### src/design/cbts_pkg.sv
package cbts_pkg;

    localparam int CLK_W      = 28;
    localparam int CNT_W      = 5;
    localparam int DIV_W      = 4;
    localparam int QM_W       = 5;
    localparam int SEG_W      = 5;
    localparam int QD_W       = 10;
    localparam int PROD_W     = 14;
    localparam int WORD_W     = 15;
    localparam int SEGS_FIRST = 3;
    localparam int SEGS_LAST  = 17;
    localparam int QM_LAST    = 31;
    localparam int DIV_LAST   = 15;

    localparam logic [CLK_W-1:0] CLK_RESET = 28'd12000000;

    typedef struct packed {
        logic             found;
        logic [DIV_W-1:0] div;
        logic [QM_W-1:0]  qm1;
        logic [SEG_W-1:0] segs;
    } t_hit;

    function automatic logic [WORD_W-1:0] pack_timing(input logic [QM_W-1:0] qm1,
                                                      input logic [SEG_W-1:0] segs);
        logic [3:0] rest;
        logic [2:0] tseg1;
        logic [2:0] tseg2;
        logic [1:0] sjw;
        rest  = 4'(segs - SEG_W'(SEGS_FIRST));
        tseg1 = rest[3:1];
        tseg2 = 3'(rest - {1'b0, tseg1});
        sjw   = (tseg1 > 3'd3) ? 2'd3 : tseg1[1:0];
        return {tseg2, 1'b0, tseg1, sjw, 1'b0, qm1};
    endfunction

endpackage

### src/design/can_bit_timing_search_top.sv
// Channel  Direction  Handshake                 Payload
// in       input      i_in_valid / o_in_stall   i_baud_rate
// out      output     o_out_valid / i_out_stall o_found, o_prescaler, o_timing_word
// cfg      input      i_cfg_valid / o_cfg_ready i_cfg_clock_rate
//
// A nonzero rate runs through the bit-serial divider, then one cycle per
// candidate of the shared multiply-compare unit, up to 7680, then through the hold state.
// A zero rate skips the divider and the search and goes to the hold state with a
// cleared result. Reset sets control state and the default clock rate, not the result.
// The input stalls while a beat is in work; the result waits in the output
// register, and a new beat is accepted while it waits.
module can_bit_timing_search_top (
    input  logic                        i_clk,
    input  logic                        i_rst_n,
    input  logic                        i_in_valid,
    output logic                        o_in_stall,
    input  logic [cbts_pkg::CLK_W-1:0]  i_baud_rate,
    output logic                        o_out_valid,
    input  logic                        i_out_stall,
    output logic                        o_found,
    output logic [cbts_pkg::DIV_W-1:0]  o_prescaler,
    output logic [cbts_pkg::WORD_W-1:0] o_timing_word,
    input  logic                        i_cfg_valid,
    output logic                        o_cfg_ready,
    input  logic [cbts_pkg::CLK_W-1:0]  i_cfg_clock_rate
);
    import cbts_pkg::*;

    typedef enum logic [3:0] {
        S_IDLE = 4'b0001,
        S_DIV  = 4'b0010,
        S_SRCH = 4'b0100,
        S_HOLD = 4'b1000
    } t_state;

    t_state            r_state;
    logic [CLK_W-1:0]  r_clock_rate;
    logic              r_pend_found;
    logic [DIV_W-1:0]  r_pend_prescaler;
    logic [WORD_W-1:0] r_pend_word;
    logic              r_out_valid;
    logic              r_out_found;
    logic [DIV_W-1:0]  r_out_prescaler;
    logic [WORD_W-1:0] r_out_word;
    logic              in_accept;
    logic              div_start;
    logic              div_done;
    logic [CLK_W-1:0]  quot;
    logic              srch_start;
    logic              srch_done;
    t_hit              hit;
    logic              out_free;

    assign o_in_stall = (r_state != S_IDLE);
    assign in_accept  = i_in_valid && (r_state == S_IDLE);
    assign div_start  = in_accept && (i_baud_rate != '0);
    assign srch_start = (r_state == S_DIV) && div_done;
    assign out_free   = !r_out_valid || !i_out_stall;
    assign o_cfg_ready = 1'b1;

    cbts_div u_div (
        .i_clk   (i_clk),
        .i_rst_n (i_rst_n),
        .i_start (div_start),
        .i_num   (r_clock_rate),
        .i_den   (i_baud_rate),
        .o_done  (div_done),
        .o_quot  (quot)
    );

    cbts_search u_search (
        .i_clk     (i_clk),
        .i_rst_n   (i_rst_n),
        .i_start   (srch_start),
        .i_per_bit (quot),
        .o_done    (srch_done),
        .o_hit     (hit)
    );

    always_ff @(posedge i_clk) begin
        if (!i_rst_n) begin
            r_clock_rate <= CLK_RESET;
        end else if (i_cfg_valid && o_cfg_ready) begin
            r_clock_rate <= i_cfg_clock_rate;
        end
    end

    always_ff @(posedge i_clk) begin
        if (!i_rst_n) begin
            r_state     <= S_IDLE;
            r_out_valid <= 1'b0;
        end else begin
            if (r_state == S_HOLD && out_free) begin
                r_out_valid <= 1'b1;
            end else if (r_out_valid && !i_out_stall) begin
                r_out_valid <= 1'b0;
            end
            unique case (r_state)
                S_IDLE: begin
                    if (div_start) begin
                        r_state <= S_DIV;
                    end else if (in_accept) begin
                        r_state <= S_HOLD;
                    end
                end
                S_DIV: begin
                    if (div_done) begin
                        r_state <= S_SRCH;
                    end
                end
                S_SRCH: begin
                    if (srch_done) begin
                        r_state <= S_HOLD;
                    end
                end
                S_HOLD: begin
                    if (out_free) begin
                        r_state <= S_IDLE;
                    end
                end
                default: begin
                    r_state <= S_IDLE;
                end
            endcase
        end
    end

    always_ff @(posedge i_clk) begin
        if (in_accept && !div_start) begin
            r_pend_found     <= 1'b0;
            r_pend_prescaler <= '0;
            r_pend_word      <= '0;
        end else if (r_state == S_SRCH && srch_done) begin
            r_pend_found     <= hit.found;
            r_pend_prescaler <= hit.found ? hit.div : '0;
            r_pend_word      <= hit.found ? pack_timing(hit.qm1, hit.segs) : '0;
        end
        if (r_state == S_HOLD && out_free) begin
            r_out_found     <= r_pend_found;
            r_out_prescaler <= r_pend_prescaler;
            r_out_word      <= r_pend_word;
        end
    end

    assign o_out_valid   = r_out_valid;
    assign o_found       = r_out_found;
    assign o_prescaler   = r_out_prescaler;
    assign o_timing_word = r_out_word;

    a_out_from_hold: assert property (@(posedge i_clk) disable iff (!i_rst_n)
        $rose(r_out_valid) |-> $past(r_state == S_HOLD))
        else $error("result shown without a finished search");

    a_miss_is_zero: assert property (@(posedge i_clk) disable iff (!i_rst_n)
        r_out_valid && !r_out_found |-> r_out_prescaler == '0 && r_out_word == '0)
        else $error("miss carries nonzero timing");

endmodule

### src/design/cbts_div.sv
module cbts_div (
    input  logic                       i_clk,
    input  logic                       i_rst_n,
    input  logic                       i_start,
    input  logic [cbts_pkg::CLK_W-1:0] i_num,
    input  logic [cbts_pkg::CLK_W-1:0] i_den,
    output logic                       o_done,
    output logic [cbts_pkg::CLK_W-1:0] o_quot
);
    import cbts_pkg::*;

    logic             r_busy;
    logic             r_done;
    logic [CNT_W-1:0] r_cnt;
    logic [CLK_W-1:0] r_rem;
    logic [CLK_W-1:0] r_quot;
    logic [CLK_W-1:0] r_den;
    logic [CLK_W:0]   shifted;
    logic [CLK_W:0]   diff;
    logic             ge;

    assign shifted = {r_rem, r_quot[CLK_W-1]};
    assign diff    = shifted - {1'b0, r_den};
    assign ge      = !diff[CLK_W];

    always_ff @(posedge i_clk) begin
        if (!i_rst_n) begin
            r_busy <= 1'b0;
            r_done <= 1'b0;
            r_cnt  <= '0;
        end else begin
            r_done <= 1'b0;
            if (i_start) begin
                r_busy <= 1'b1;
                r_cnt  <= '0;
            end else if (r_busy) begin
                r_cnt <= r_cnt + 1'b1;
                if (r_cnt == CNT_W'(CLK_W - 1)) begin
                    r_busy <= 1'b0;
                    r_done <= 1'b1;
                end
            end
        end
    end

    always_ff @(posedge i_clk) begin
        if (i_start) begin
            r_rem  <= '0;
            r_quot <= i_num;
            r_den  <= i_den;
        end else if (r_busy) begin
            r_rem  <= ge ? diff[CLK_W-1:0] : shifted[CLK_W-1:0];
            r_quot <= {r_quot[CLK_W-2:0], ge};
        end
    end

    assign o_done = r_done;
    assign o_quot = r_quot;

    a_done_after_busy: assert property (@(posedge i_clk) disable iff (!i_rst_n)
        r_done |-> $past(r_busy))
        else $error("divider finished without running");

endmodule

### src/design/cbts_search.sv
module cbts_search (
    input  logic                       i_clk,
    input  logic                       i_rst_n,
    input  logic                       i_start,
    input  logic [cbts_pkg::CLK_W-1:0] i_per_bit,
    output logic                       o_done,
    output cbts_pkg::t_hit             o_hit
);
    import cbts_pkg::*;

    typedef enum logic [1:0] {
        S_IDLE = 2'b01,
        S_RUN  = 2'b10
    } t_sstate;

    t_sstate           r_state;
    logic              r_done;
    t_hit              r_hit;
    logic [CLK_W-1:0]  r_per_bit;
    logic [DIV_W-1:0]  r_div;
    logic [QM_W-1:0]   r_qm1;
    logic [SEG_W-1:0]  r_segs;
    logic [QD_W-1:0]   r_qd;
    logic [PROD_W-1:0] r_prod;
    logic              match;
    logic [QD_W-1:0]   div_inc;
    logic [QD_W-1:0]   qd_step;
    logic [QD_W-1:0]   qd_next_div;

    assign match       = ({{(CLK_W-PROD_W){1'b0}}, r_prod} == r_per_bit);
    assign div_inc     = QD_W'(r_div) + QD_W'(1);
    assign qd_step     = r_qd + div_inc;
    assign qd_next_div = div_inc + QD_W'(1);

    always_ff @(posedge i_clk) begin
        if (!i_rst_n) begin
            r_state <= S_IDLE;
            r_done  <= 1'b0;
        end else begin
            r_done <= 1'b0;
            unique case (r_state)
                S_IDLE: begin
                    if (i_start) begin
                        r_state <= S_RUN;
                    end
                end
                S_RUN: begin
                    if (match || (r_segs == SEG_W'(SEGS_LAST) && r_qm1 == QM_W'(QM_LAST)
                                  && r_div == DIV_W'(DIV_LAST))) begin
                        r_state <= S_IDLE;
                        r_done  <= 1'b1;
                    end
                end
                default: begin
                    r_state <= S_IDLE;
                end
            endcase
        end
    end

    always_ff @(posedge i_clk) begin
        if (i_start) begin
            r_per_bit <= i_per_bit;
            r_div     <= '0;
            r_qm1     <= '0;
            r_segs    <= SEG_W'(SEGS_FIRST);
            r_qd      <= QD_W'(1);
            r_prod    <= PROD_W'(SEGS_FIRST);
        end else if (r_state == S_RUN) begin
            if (match) begin
                r_hit <= '{found: 1'b1, div: r_div, qm1: r_qm1, segs: r_segs};
            end else if (r_segs != SEG_W'(SEGS_LAST)) begin
                r_segs <= r_segs + 1'b1;
                r_prod <= r_prod + PROD_W'(r_qd);
            end else if (r_qm1 != QM_W'(QM_LAST)) begin
                r_segs <= SEG_W'(SEGS_FIRST);
                r_qm1  <= r_qm1 + 1'b1;
                r_qd   <= qd_step;
                r_prod <= PROD_W'({qd_step, 1'b0}) + PROD_W'(qd_step);
            end else if (r_div != DIV_W'(DIV_LAST)) begin
                r_segs <= SEG_W'(SEGS_FIRST);
                r_qm1  <= '0;
                r_div  <= r_div + 1'b1;
                r_qd   <= qd_next_div;
                r_prod <= PROD_W'({qd_next_div, 1'b0}) + PROD_W'(qd_next_div);
            end else begin
                r_hit <= '0;
            end
        end
    end

    assign o_done = r_done;
    assign o_hit  = r_hit;

    a_qd_tracks: assert property (@(posedge i_clk) disable iff (!i_rst_n)
        r_state == S_RUN |-> r_qd == QD_W'((QD_W'(r_qm1) + QD_W'(1)) * (QD_W'(r_div) + QD_W'(1))))
        else $error("quanta times divider product out of step");

    a_prod_tracks: assert property (@(posedge i_clk) disable iff (!i_rst_n)
        r_state == S_RUN |-> r_prod == PROD_W'(PROD_W'(r_qd) * PROD_W'(r_segs)))
        else $error("candidate product out of step");

    a_done_from_run: assert property (@(posedge i_clk) disable iff (!i_rst_n)
        r_done |-> $past(r_state == S_RUN))
        else $error("search finished without running");

endmodule
### config.mk
export PLATFORM = sky130hd
export DESIGN_NAME = can_bit_timing_search_top
export DESIGN_NICKNAME = d
export VERILOG_FILES = /design/src/design/cbts_pkg.sv /design/src/design/can_bit_timing_search_top.sv /design/src/design/cbts_div.sv /design/src/design/cbts_search.sv
export SDC_FILE = /design/constraint.sdc
export NUM_CORES = 1
export LEC_CHECK = 0
export BUFFER_PORTS_ARGS = -buffer_cell sky130_fd_sc_hd__buf_2
export CAP_MARGIN = 20
export CORE_ASPECT_RATIO = 1.5
export CORE_MARGIN = 8
export CORE_UTILIZATION = 26
export DETAILED_ROUTE_END_ITERATION = 8
export HOLD_SLACK_MARGIN = 0.03
export PLACE_DENSITY = 0.42
export SLEW_MARGIN = 20
export SYNTH_ARGS = -nofsm -noshare
export SYNTH_HDL_FRONTEND = slang
export SYNTH_SLANG_ARGS = --single-unit
### constraint.sdc
create_clock -name i_clk -period 4.5 [get_ports i_clk]
set_input_delay 0.45 -clock i_clk [delete_from_list [all_inputs] [get_ports i_clk]]
set_output_delay 0.45 -clock i_clk [all_outputs]
set_load 0.03 [all_outputs]
==> flow_summary.yaml, run 1 <==
run_status:
  outcome: "complete, no violations"
detailed_routing:
  vias: 9382
  drt_pass1_iterations: 5
  drt_iter0_markers: 303
  routed_via_density: 4.68
  drc: 0
  ant_nets: 0
  routedWlPerCell_um: 16.0
  drt-total-wl_um: 32200
cells_and_area:
  syn_to_final_growth_pct: 16.7
  diodes: 0
  layout-drive-gt1-share: 0.133
  finalNetCount: 1517
  filler_cell_count: 5106
setup_path:
  r2r_start: "u_search.r_div[0]"
  cp-start-kind: "flip-flop"
  cp.arrival_ns: 4.59
  endpoint_kind: "flip-flop"
  crit_path_start: "u_search.r_div[0]"
  path_max_fanout: 8
  r2r_cells: 16
  critPathKind: "flip-flop to flip-flop"
  r2r_slack_ns: 0.32
  r2r_end: "u_search.r_prod[10]"
  required_ns: 4.91
floorplan:
  start_util: 0.262
  num_io_pins: 84
  die_w_um: 196
  rows: 99
  die-area_um2: 56100
  die_h_um: 286
  core-area_um2: 48300
timing:
  tightest_slew_ns: 0.982
  max_freq_mhz: 239
  worst_slack_ns: 0.320
  report.final.slew_viol_count: 0
  period_minus_slack_ns: 4.18
  setup-tns-final_ns: 0
  skew_ns: 0.0234
  grt_setup_unrepaired: "false"
  period_share: 0.929
  relSlewSlack: 0.345
  timing_hold_violations_final: 0
  setup-violations-final: 0
logic_synthesis:
  synth.most_common_cell: "nand2_1"
  ys_seq_area_frac: 0.477
  synth_area_leaders: "edfxtp_1 (28%), dfxtp_1 (20%), ha_1 (7.2%)"
  synth_async_sr_flop_share: 0
  synthDistinctLibCells: 80
  synth_edf_count: 116
  syn_avg_cell_area_um2: 9.72
  synth_top_area_share: 0.276
  synth_top_flop_cell: "dfxtp_1"
  synth_commonest_cells: "nand2_1 (186), dfxtp_1 (127), edfxtp_1 (116)"
  netlist_area_um2: 12600
  yosysWarnings: 0
  synth_top_cell_by_area: "edfxtp_1"
  ys_ff_latch: 243
  synthCells: 1301
clocking:
  cts_sinks: 243
  clk_pin_slew_ns: 0.07
  cts_tree: "built"
  cts_buffer_depth: 3
  root_buffer: "clkbuf_16"
  insertion_delay_ns: 0.56
  numCtsBuffers: 28
  cts_setup_buffers: 0
  htreeDepth: 1
min_path:
  hold_path_class: "input port to flip-flop"
  hold_depth: 1
  holdCritStartpoint: "i_baud_rate[12]"
  hold_path_end: "u_div.r_den[12]"
power:
  leakage_nw: 6.17
  vdd.ir_drop.worst_mv: 0.309
  powerDensity_nw_per_um2: 436
place:
  dp_hpwl_um: 23500
  numPortBuffers: 80
  place_ws_ns: 0.214
  gp_congestion: 0.846
grt:
  grt_pass1_vias: 9606
  grt_usage: 0.114
  grt_max_degree: 67
  antenna_found_initial: 0
  grt_pass1_wl_um: 52000
  gr-total-overflow: 0
run:
  maxCapViolations: 0
where the power goes:
| group | switching [mW] | total, mW | internal (mW) |
|---|---|---|---|
| Sequential | 0.134 | 2.66 | 2.53 |
| Clock | 0.945 | 2.38 | 1.43 |
| Combinational | 0.829 | 1.38 | 0.553 |
worst max-delay path by stage:
stage | to | depth (start not counted)
finish | u_search.r_prod[10] | 16
global route | u_search.r_prod[10] | 15
CTS | u_search.r_prod[8] | 15
detailed placement | u_search.r_prod[8] | 15
global placement | u_search.r_prod[8] | 15
floorplan | u_search.r_prod[11] | 14
per-layer routing:
metal,GRT usage,wire length (um)
met1,0.125,13200
met2,0.221,17300
met3,0.0156,950
met4,0.0349,734
met5,0,0
cell type report:
type	instances	area, um2	area share
multi-input cells	934	6170	0.418
flip-flops and latches	243	6030	0.409
well taps	606	758	0.0514
clock buffers	33	719	0.0488
repair buffers	100	568	0.0385
inverters	71	267	0.0181
clock inverters	19	240	0.0163
worst max-delay path, cell delays in order, from the launching register on:
cell	delay, ns
dfxtp_1	0.51
inv_1	0.14
ha_1	0.41
fa_1	0.47
nand3b_1	0.21
nand2_2	0.18
xnor2_2	0.17
inv_1	0.15
ha_1	0.35
inv_1	0.07
o21a_1	0.23
nor2_1	0.07
a311o_1	0.28
or2_1	0.24
nand4_1	0.09
nor4bb_1	0.31
o22ai_1	0.13
state kept, by name, summed over array words and instances (netlist names), 5 cells and up:
register / flops
u_search.r_prod: 14
r_pend_word: 13
u_div.o_quot: 28
u_div.r_rem: 28
u_search.r_qd: 10
r_clock_rate: 28
u_search.o_hit: 14
u_search.r_segs: 5
o_timing_word: 13
u_div.r_cnt: 5
u_div.r_den: 28
u_search.r_per_bit: 28
u_search.r_qm1: 5
metrics by stage:
| stage | hold slack (ns) | total power, mW | utilization | cell area (um2) | std cells |
|---|---|---|---|---|---|
| 3_5_place_dp | 0.419 | 4.10 | 0.285 | 13700 | 1952 |
| 3_3_place_gp | 0.417 | 4.10 | 0.285 | 13700 | 1952 |
| 6_report | 0.0798 | 6.43 | 0.305 | 14800 | 2006 |
| 5_1_grt | 0.0402 | 6.80 | 0.305 | 14800 | 2006 |
| 4_1_cts | 0.0314 | 6.55 | 0.305 | 14700 | 2006 |
| 2_1_floorplan | 0.408 | 3.75 | - | 12700 | 1305 |
placed cells by master (no fill, tap or decap), types with 19 or more instances in the layout:
| cell type | count |
|---|---|
| dfxtp_1 | 126 |
| xnor2_1 | 29 |
| edfxtp_1 | 116 |
| o21ai_0 | 50 |
| nor2_1 | 111 |
| mux2i_1 | 39 |
| nor3_1 | 19 |
| xor2_1 | 49 |
| clkbuf_16 | 28 |
| buf_2 | 80 |
| a21oi_1 | 80 |
| inv_1 | 69 |
| nand2_1 | 185 |
| nand3_1 | 38 |
| ha_1 | 73 |
what timing repair did:
action | CTS | global route
hold endpoints to repair | 2 | 0
hold buffers | 2 | 0
setup endpoints to repair | 0 | 3
resized for setup | 0 | 5
cell families (layout without fill, tap and decap cells):
logic type / Yosys count / after routing / synth area share
and+or+nand+nor: 462 / 462 / 0.168
AOI/OAI and AO/OA: 265 / 265 / 0.142
DFF: 243 / 243 / 0.477
buffers and inverters: 128 / 223 / 0.0405
xor gates and xnor gates: 83 / 83 / 0.0602
adders and majority gates: 78 / 78 / 0.0802
muxes: 40 / 40 / 0.0318
other: 2 / 6 / 0.000594
No activity file was read; power rests on OpenSTA's default activity.
==> run 2, diff against run 1 <==
clock period = 5.1 ns   (was 4.5 ns; I/O delays follow)
==> run 2 against run 1 <==
Effect of this change:
- routed wire length rose by 0.41%
- worst setup slack improved by 0.34 ns
- die area did not move
- power fell by 12%
- sequential cell count did not move
- clock-buffer cell count did not move
- fmax fell by 5.8%
- largest cell class unchanged
- largest power group unchanged
- highest routed layer unchanged
==> flow_summary.yaml, run 2 (same netlist as run 1, synthesis figures left out) <==
run_status:
  outcome: "complete, no violations"
timing:
  report.final.slew_viol_count: 0
  setup-violations-final: 0
  period_share: 0.870
  timing_hold_violations_final: 0
  tightest_slew_ns: 0.988
  grt_setup_unrepaired: "false"
  setup-tns-final_ns: 0
  skew_ns: 0.0210
  period_minus_slack_ns: 4.44
  relSlewSlack: 0.341
  max_freq_mhz: 225
grt:
  grt_pass1_vias: 9670
  grt_pass1_wl_um: 51900
  antenna_found_initial: 0
  grt_max_degree: 68
  grt_usage: 0.114
  gr-total-overflow: 0
cells_and_area:
  finalNetCount: 1511
  filler_cell_count: 5099
  fin_area_um2: 14700
  layout-drive-gt1-share: 0.129
  syn_to_final_growth_pct: 16.1
  diodes: 0
  layout_commonest_cell: "nand2_1"
  utilization: 0.304
  final_cell_mix: "nand2_1 (186), dfxtp_1 (126), edfxtp_1 (116)"
detailed_routing:
  drt-total-wl_um: 32300
  top_layer: "met4"
  wl_met3_um: 1170
  routedWlPerCell_um: 16.1
  drt_iter0_markers: 261
  drt_pass1_iterations: 4
  ant_nets: 0
  drc: 0
  wl_met2_um: 17000
  routed_via_density: 4.68
  wl_met1_um: 13000
  vias: 9355
floorplan:
  rows: 99
  die-area_um2: 56100
  start_util: 0.262
  num_io_pins: 84
  die_w_um: 196
  core-area_um2: 48300
  die_h_um: 286
setup_path:
  required_ns: 5.51
  cp-start-kind: "flip-flop"
  endpoint_kind: "flip-flop"
  path_max_fanout: 8
  cp.arrival_ns: 4.85
  critPathKind: "flip-flop to flip-flop"
min_path:
  hold_path_class: "input port to flip-flop"
place:
  place_area_um2: 13700
  numPortBuffers: 80
  dp_hpwl_um: 23500
  gp_congestion: 0.857
power:
  finalPower_mw: 5.63
  powerDensity_nw_per_um2: 384
  leakage_nw: 6.14
  vdd.ir_drop.worst_mv: 0.260
clocking:
  root_buffer: "clkbuf_16"
  cts_setup_buffers: 0
  cts_buffer_depth: 3
  cts_hold_buffers: 0
  insertion_delay_ns: 0.56
  clk_pin_slew_ns: 0.06
  htreeDepth: 1
  numCtsBuffers: 28
  cts_sinks: 243
  ctsResizeCount: 0
  cts_tree: "built"
run:
  maxCapViolations: 0
==> run 2: cell count changes in the layout (fill, tap and decap cells not counted), moves of 2 or more <==
cell           change
buf_4              -4
bufinv_16          -2
clkbuf_1           -3
clkbuf_8           +2
clkinv_4           +3
dlygate4sd3_1      -2
xnor2_2            -2
==> run 2: path summary, 6_finish.rpt <==
check | slack, ns | startpoint | depth (start not counted) | to
worst max-delay path | 0.66 | u_search.r_div[0] | 15 | u_search.r_prod[10]
worst min-delay path | 0.14 | i_baud_rate[27] | 1 | u_div.r_den[27]
worst max register to register | 0.66 | u_search.r_div[0] | 15 | u_search.r_prod[10]
worst min register to register | 0.43 | r_pend_word[6] | 0 | o_timing_word[6]
==> run 2: layout make-up <==
class	instances	area (um2)	area share
clock buffer	33	761	0.0518
timing repair buffer	94	518	0.0353
tap	606	758	0.0517
multi-input combinational	934	6160	0.419
inverter	71	267	0.0182
clock inverter	19	190	0.0130
sequential	243	6030	0.411
==> run 2: stage by stage <==
stage / instances / hold WS [ns] / worst slack, ns
3_5_place_dp: 1948 / 0.422 / 0.756
3_3_place_gp: 1948 / 0.418 / 0.865
6_report: 2000 / 0.142 / 0.662
4_1_cts: 2000 / 0.105 / 0.697
5_1_grt: 2000 / 0.105 / 0.299
2_1_floorplan: 1305 / 0.408 / 1.34
==> run 2: power breakdown <==
part,total (mW),switching (mW),internal [mW]
logic,1.21,0.731,0.480
clock network,2.07,0.851,1.22
registers,2.35,0.119,2.23
==> run 2: metal layers <==
| metal | track usage | vias up |
|---|---|---|
| met1 | 0.121 | 4410 |
| met2 | 0.219 | 148 |
| li1 | - | 4750 |
| met3 | 0.0185 | 47 |
| met4 | 0.0456 | 0 |
| met5 | 0 | - |
==> run 2: worst max-delay path, stage by stage (launching register included) <==
cell	delay, ns
dfxtp_1	0.49
nand3_1	0.14
xnor2_1	0.48
ha_1	0.35
a21oi_1	0.20
nand2_1	0.25
xnor2_2	0.31
inv_1	0.16
ha_1	0.35
inv_1	0.05
o21a_1	0.23
a2111oi_1	0.48
or2_1	0.21
a221oi_1	0.08
nor4bb_1	0.37
o22ai_1	0.14
==> run 3, diff against run 2 <==
BUFFER_PORTS_ARGS = default   (was -buffer_cell sky130_fd_sc_hd__buf_2)
DONT_BUFFER_PORTS = 1   (was default)
PLACE_DENSITY = 0.4   (was 0.42)
==> run 3 against run 2 <==
Effect of this change:
- via count fell by 1.6%
- first-iteration DRC count grew 4.6%
- clock-buffer cell count decreased by 1
- combinational power hardly changed
- worst hold slack got worse by 0.052 ns
- non-clock buffer count is 50 lower
- power fell by 1.8%
- largest cell class unchanged
- largest power group unchanged
==> flow_summary.yaml, run 3 (same netlist as run 1, synthesis figures left out) <==
clocking:
  cts_buffer_depth: 3
  numCtsBuffers: 27
  htreeDepth: 1
  cts_sinks: 243
  insertion_delay_ns: 0.55
  clk_pin_slew_ns: 0.06
  cts_setup_buffers: 0
  root_buffer: "clkbuf_16"
  cts_tree: "built"
cells_and_area:
  layout_commonest_cell: "nand2_1"
  final_cell_mix: "nand2_1 (186), dfxtp_1 (126), edfxtp_1 (116)"
  syn_to_final_growth_pct: 14.7
  filler_cell_count: 5096
  layout-drive-gt1-share: 0.0686
  finalNetCount: 1460
  diodes: 0
timing:
  period_minus_slack_ns: 4.37
  skew_ns: 0.0137
  timing_hold_violations_final: 0
  worst_slack_ns: 0.734
  grt_setup_unrepaired: "false"
  period_share: 0.856
  setup-tns-final_ns: 0
  relSlewSlack: 0.336
  tightest_slew_ns: 0.995
  report.final.slew_viol_count: 0
  max_freq_mhz: 229
  setup-violations-final: 0
floorplan:
  die_h_um: 286
  die_w_um: 196
  num_io_pins: 84
  core-area_um2: 48300
  start_util: 0.262
  rows: 99
  die-area_um2: 56100
setup_path:
  cpPeakStageDelay_ns: 0.51
  endpoint_kind: "flip-flop"
  cp.arrival_ns: 4.78
  cp-start-kind: "flip-flop"
  path_max_fanout: 8
  slowest_stage: "dfxtp_1"
  worstPathCellList: "nand3_1, xnor2_1, ha_1, a21oi_1, nand2_1, and2_1, o21ai_0, xor2_1, inv_1, ha_1, and2_1, a221o_1, a2111oi_0, nor3_1"
  required_ns: 5.51
  critPathKind: "flip-flop to flip-flop"
run:
  maxCapViolations: 0
grt:
  gr-total-overflow: 0
  busiest_layer: "met2"
  grt_usage: 0.118
  grt_max_degree: 55
  use_met1: 0.120
  grt_pass1_wl_um: 52900
  grtUsageMet2: 0.229
  met3_usage: 0.0213
  grt_pass1_vias: 9706
  antenna_found_initial: 0
detailed_routing:
  routedWlPerCell_um: 17.1
  ant_nets: 0
  vias: 9206
  routed_via_density: 4.73
  drt_iter0_markers: 273
  drt-total-wl_um: 33400
  drt_pass1_iterations: 4
  drc: 0
place:
  numPortBuffers: 0
  gp_congestion: 0.826
  place_ws_ns: 0.710
  dp_hpwl_um: 23900
power:
  vdd.ir_drop.worst_mv: 0.253
  leakage_nw: 5.90
  powerDensity_nw_per_um2: 382
min_path:
  hold_path_class: "input port to flip-flop"
run_status:
  outcome: "complete, no violations"
==> run 3: layout make-up <==
type | count | area (um2) | share of cell area
inverters | 71 | 267 | 0.0184
well taps | 606 | 758 | 0.0523
multi-input cells | 934 | 6160 | 0.425
flip-flops and latches | 243 | 6030 | 0.416
clock inverters | 17 | 194 | 0.0134
repair buffers | 44 | 403 | 0.0278
clock buffers | 32 | 694 | 0.0479
==> run 3: critical path: cells and delay by family, from the launching register on <==
| family | cells | cell delay [ns] |
|---|---|---|
| AO/OA/AOI/OAI | 4 | 1.25 |
| AND/OR/NAND/NOR | 5 | 0.95 |
| XOR/XNOR | 2 | 0.75 |
| adder cells (fa/ha/maj) | 2 | 0.66 |
| flip-flops | 1 | 0.51 |
| buffers and inverters | 1 | 0.11 |
==> run 3: through the flow <==
stage	hold slack [ns]	cells	util	cell area, um2	total power [mW]
6_report	0.0903	1947	0.300	14500	5.54
3_5_place_dp	0.419	1869	0.276	13300	3.58
3_3_place_gp	0.416	1869	0.276	13300	3.58
5_1_grt	0.0607	1947	0.300	14500	5.86
4_1_cts	0.0511	1947	0.300	14500	5.65
2_1_floorplan	0.408	1305	-	12700	3.31
==> run 3: path summary, 6_finish.rpt <==
kind                             start  cells past startpoint  slack (ns)                  end
setup / recovery     u_search.r_div[0]                     14        0.73  u_search.r_prod[11]
setup reg to reg     u_search.r_div[0]                     14        0.73  u_search.r_prod[11]
hold reg to reg         r_pend_word[3]                      0        0.43     o_timing_word[3]
hold / removal    i_cfg_clock_rate[16]                      2        0.09     r_clock_rate[16]
==> run 3: repair_timing <==
action                    in CTS  in global routing
hold endpoints to repair      39                  0
resized for setup              0                  0
hold buffers                  29                  0
==> run 3: power by group <==
| part | switching, mW | internal, mW |
|---|---|---|
| Sequential | 0.118 | 2.23 |
| Combinational | 0.718 | 0.471 |
| Clock | 0.820 | 1.18 |
==> run 3: routing by layer <==
metal / vias up / share of wire / routed length (um)
met5: - / 0 / 0
met4: 0 / 0.041 / 1360
met1: 4345 / 0.39 / 12900
met3: 60 / 0.042 / 1390
met2: 144 / 0.53 / 17700
li1: 4657 / - / -
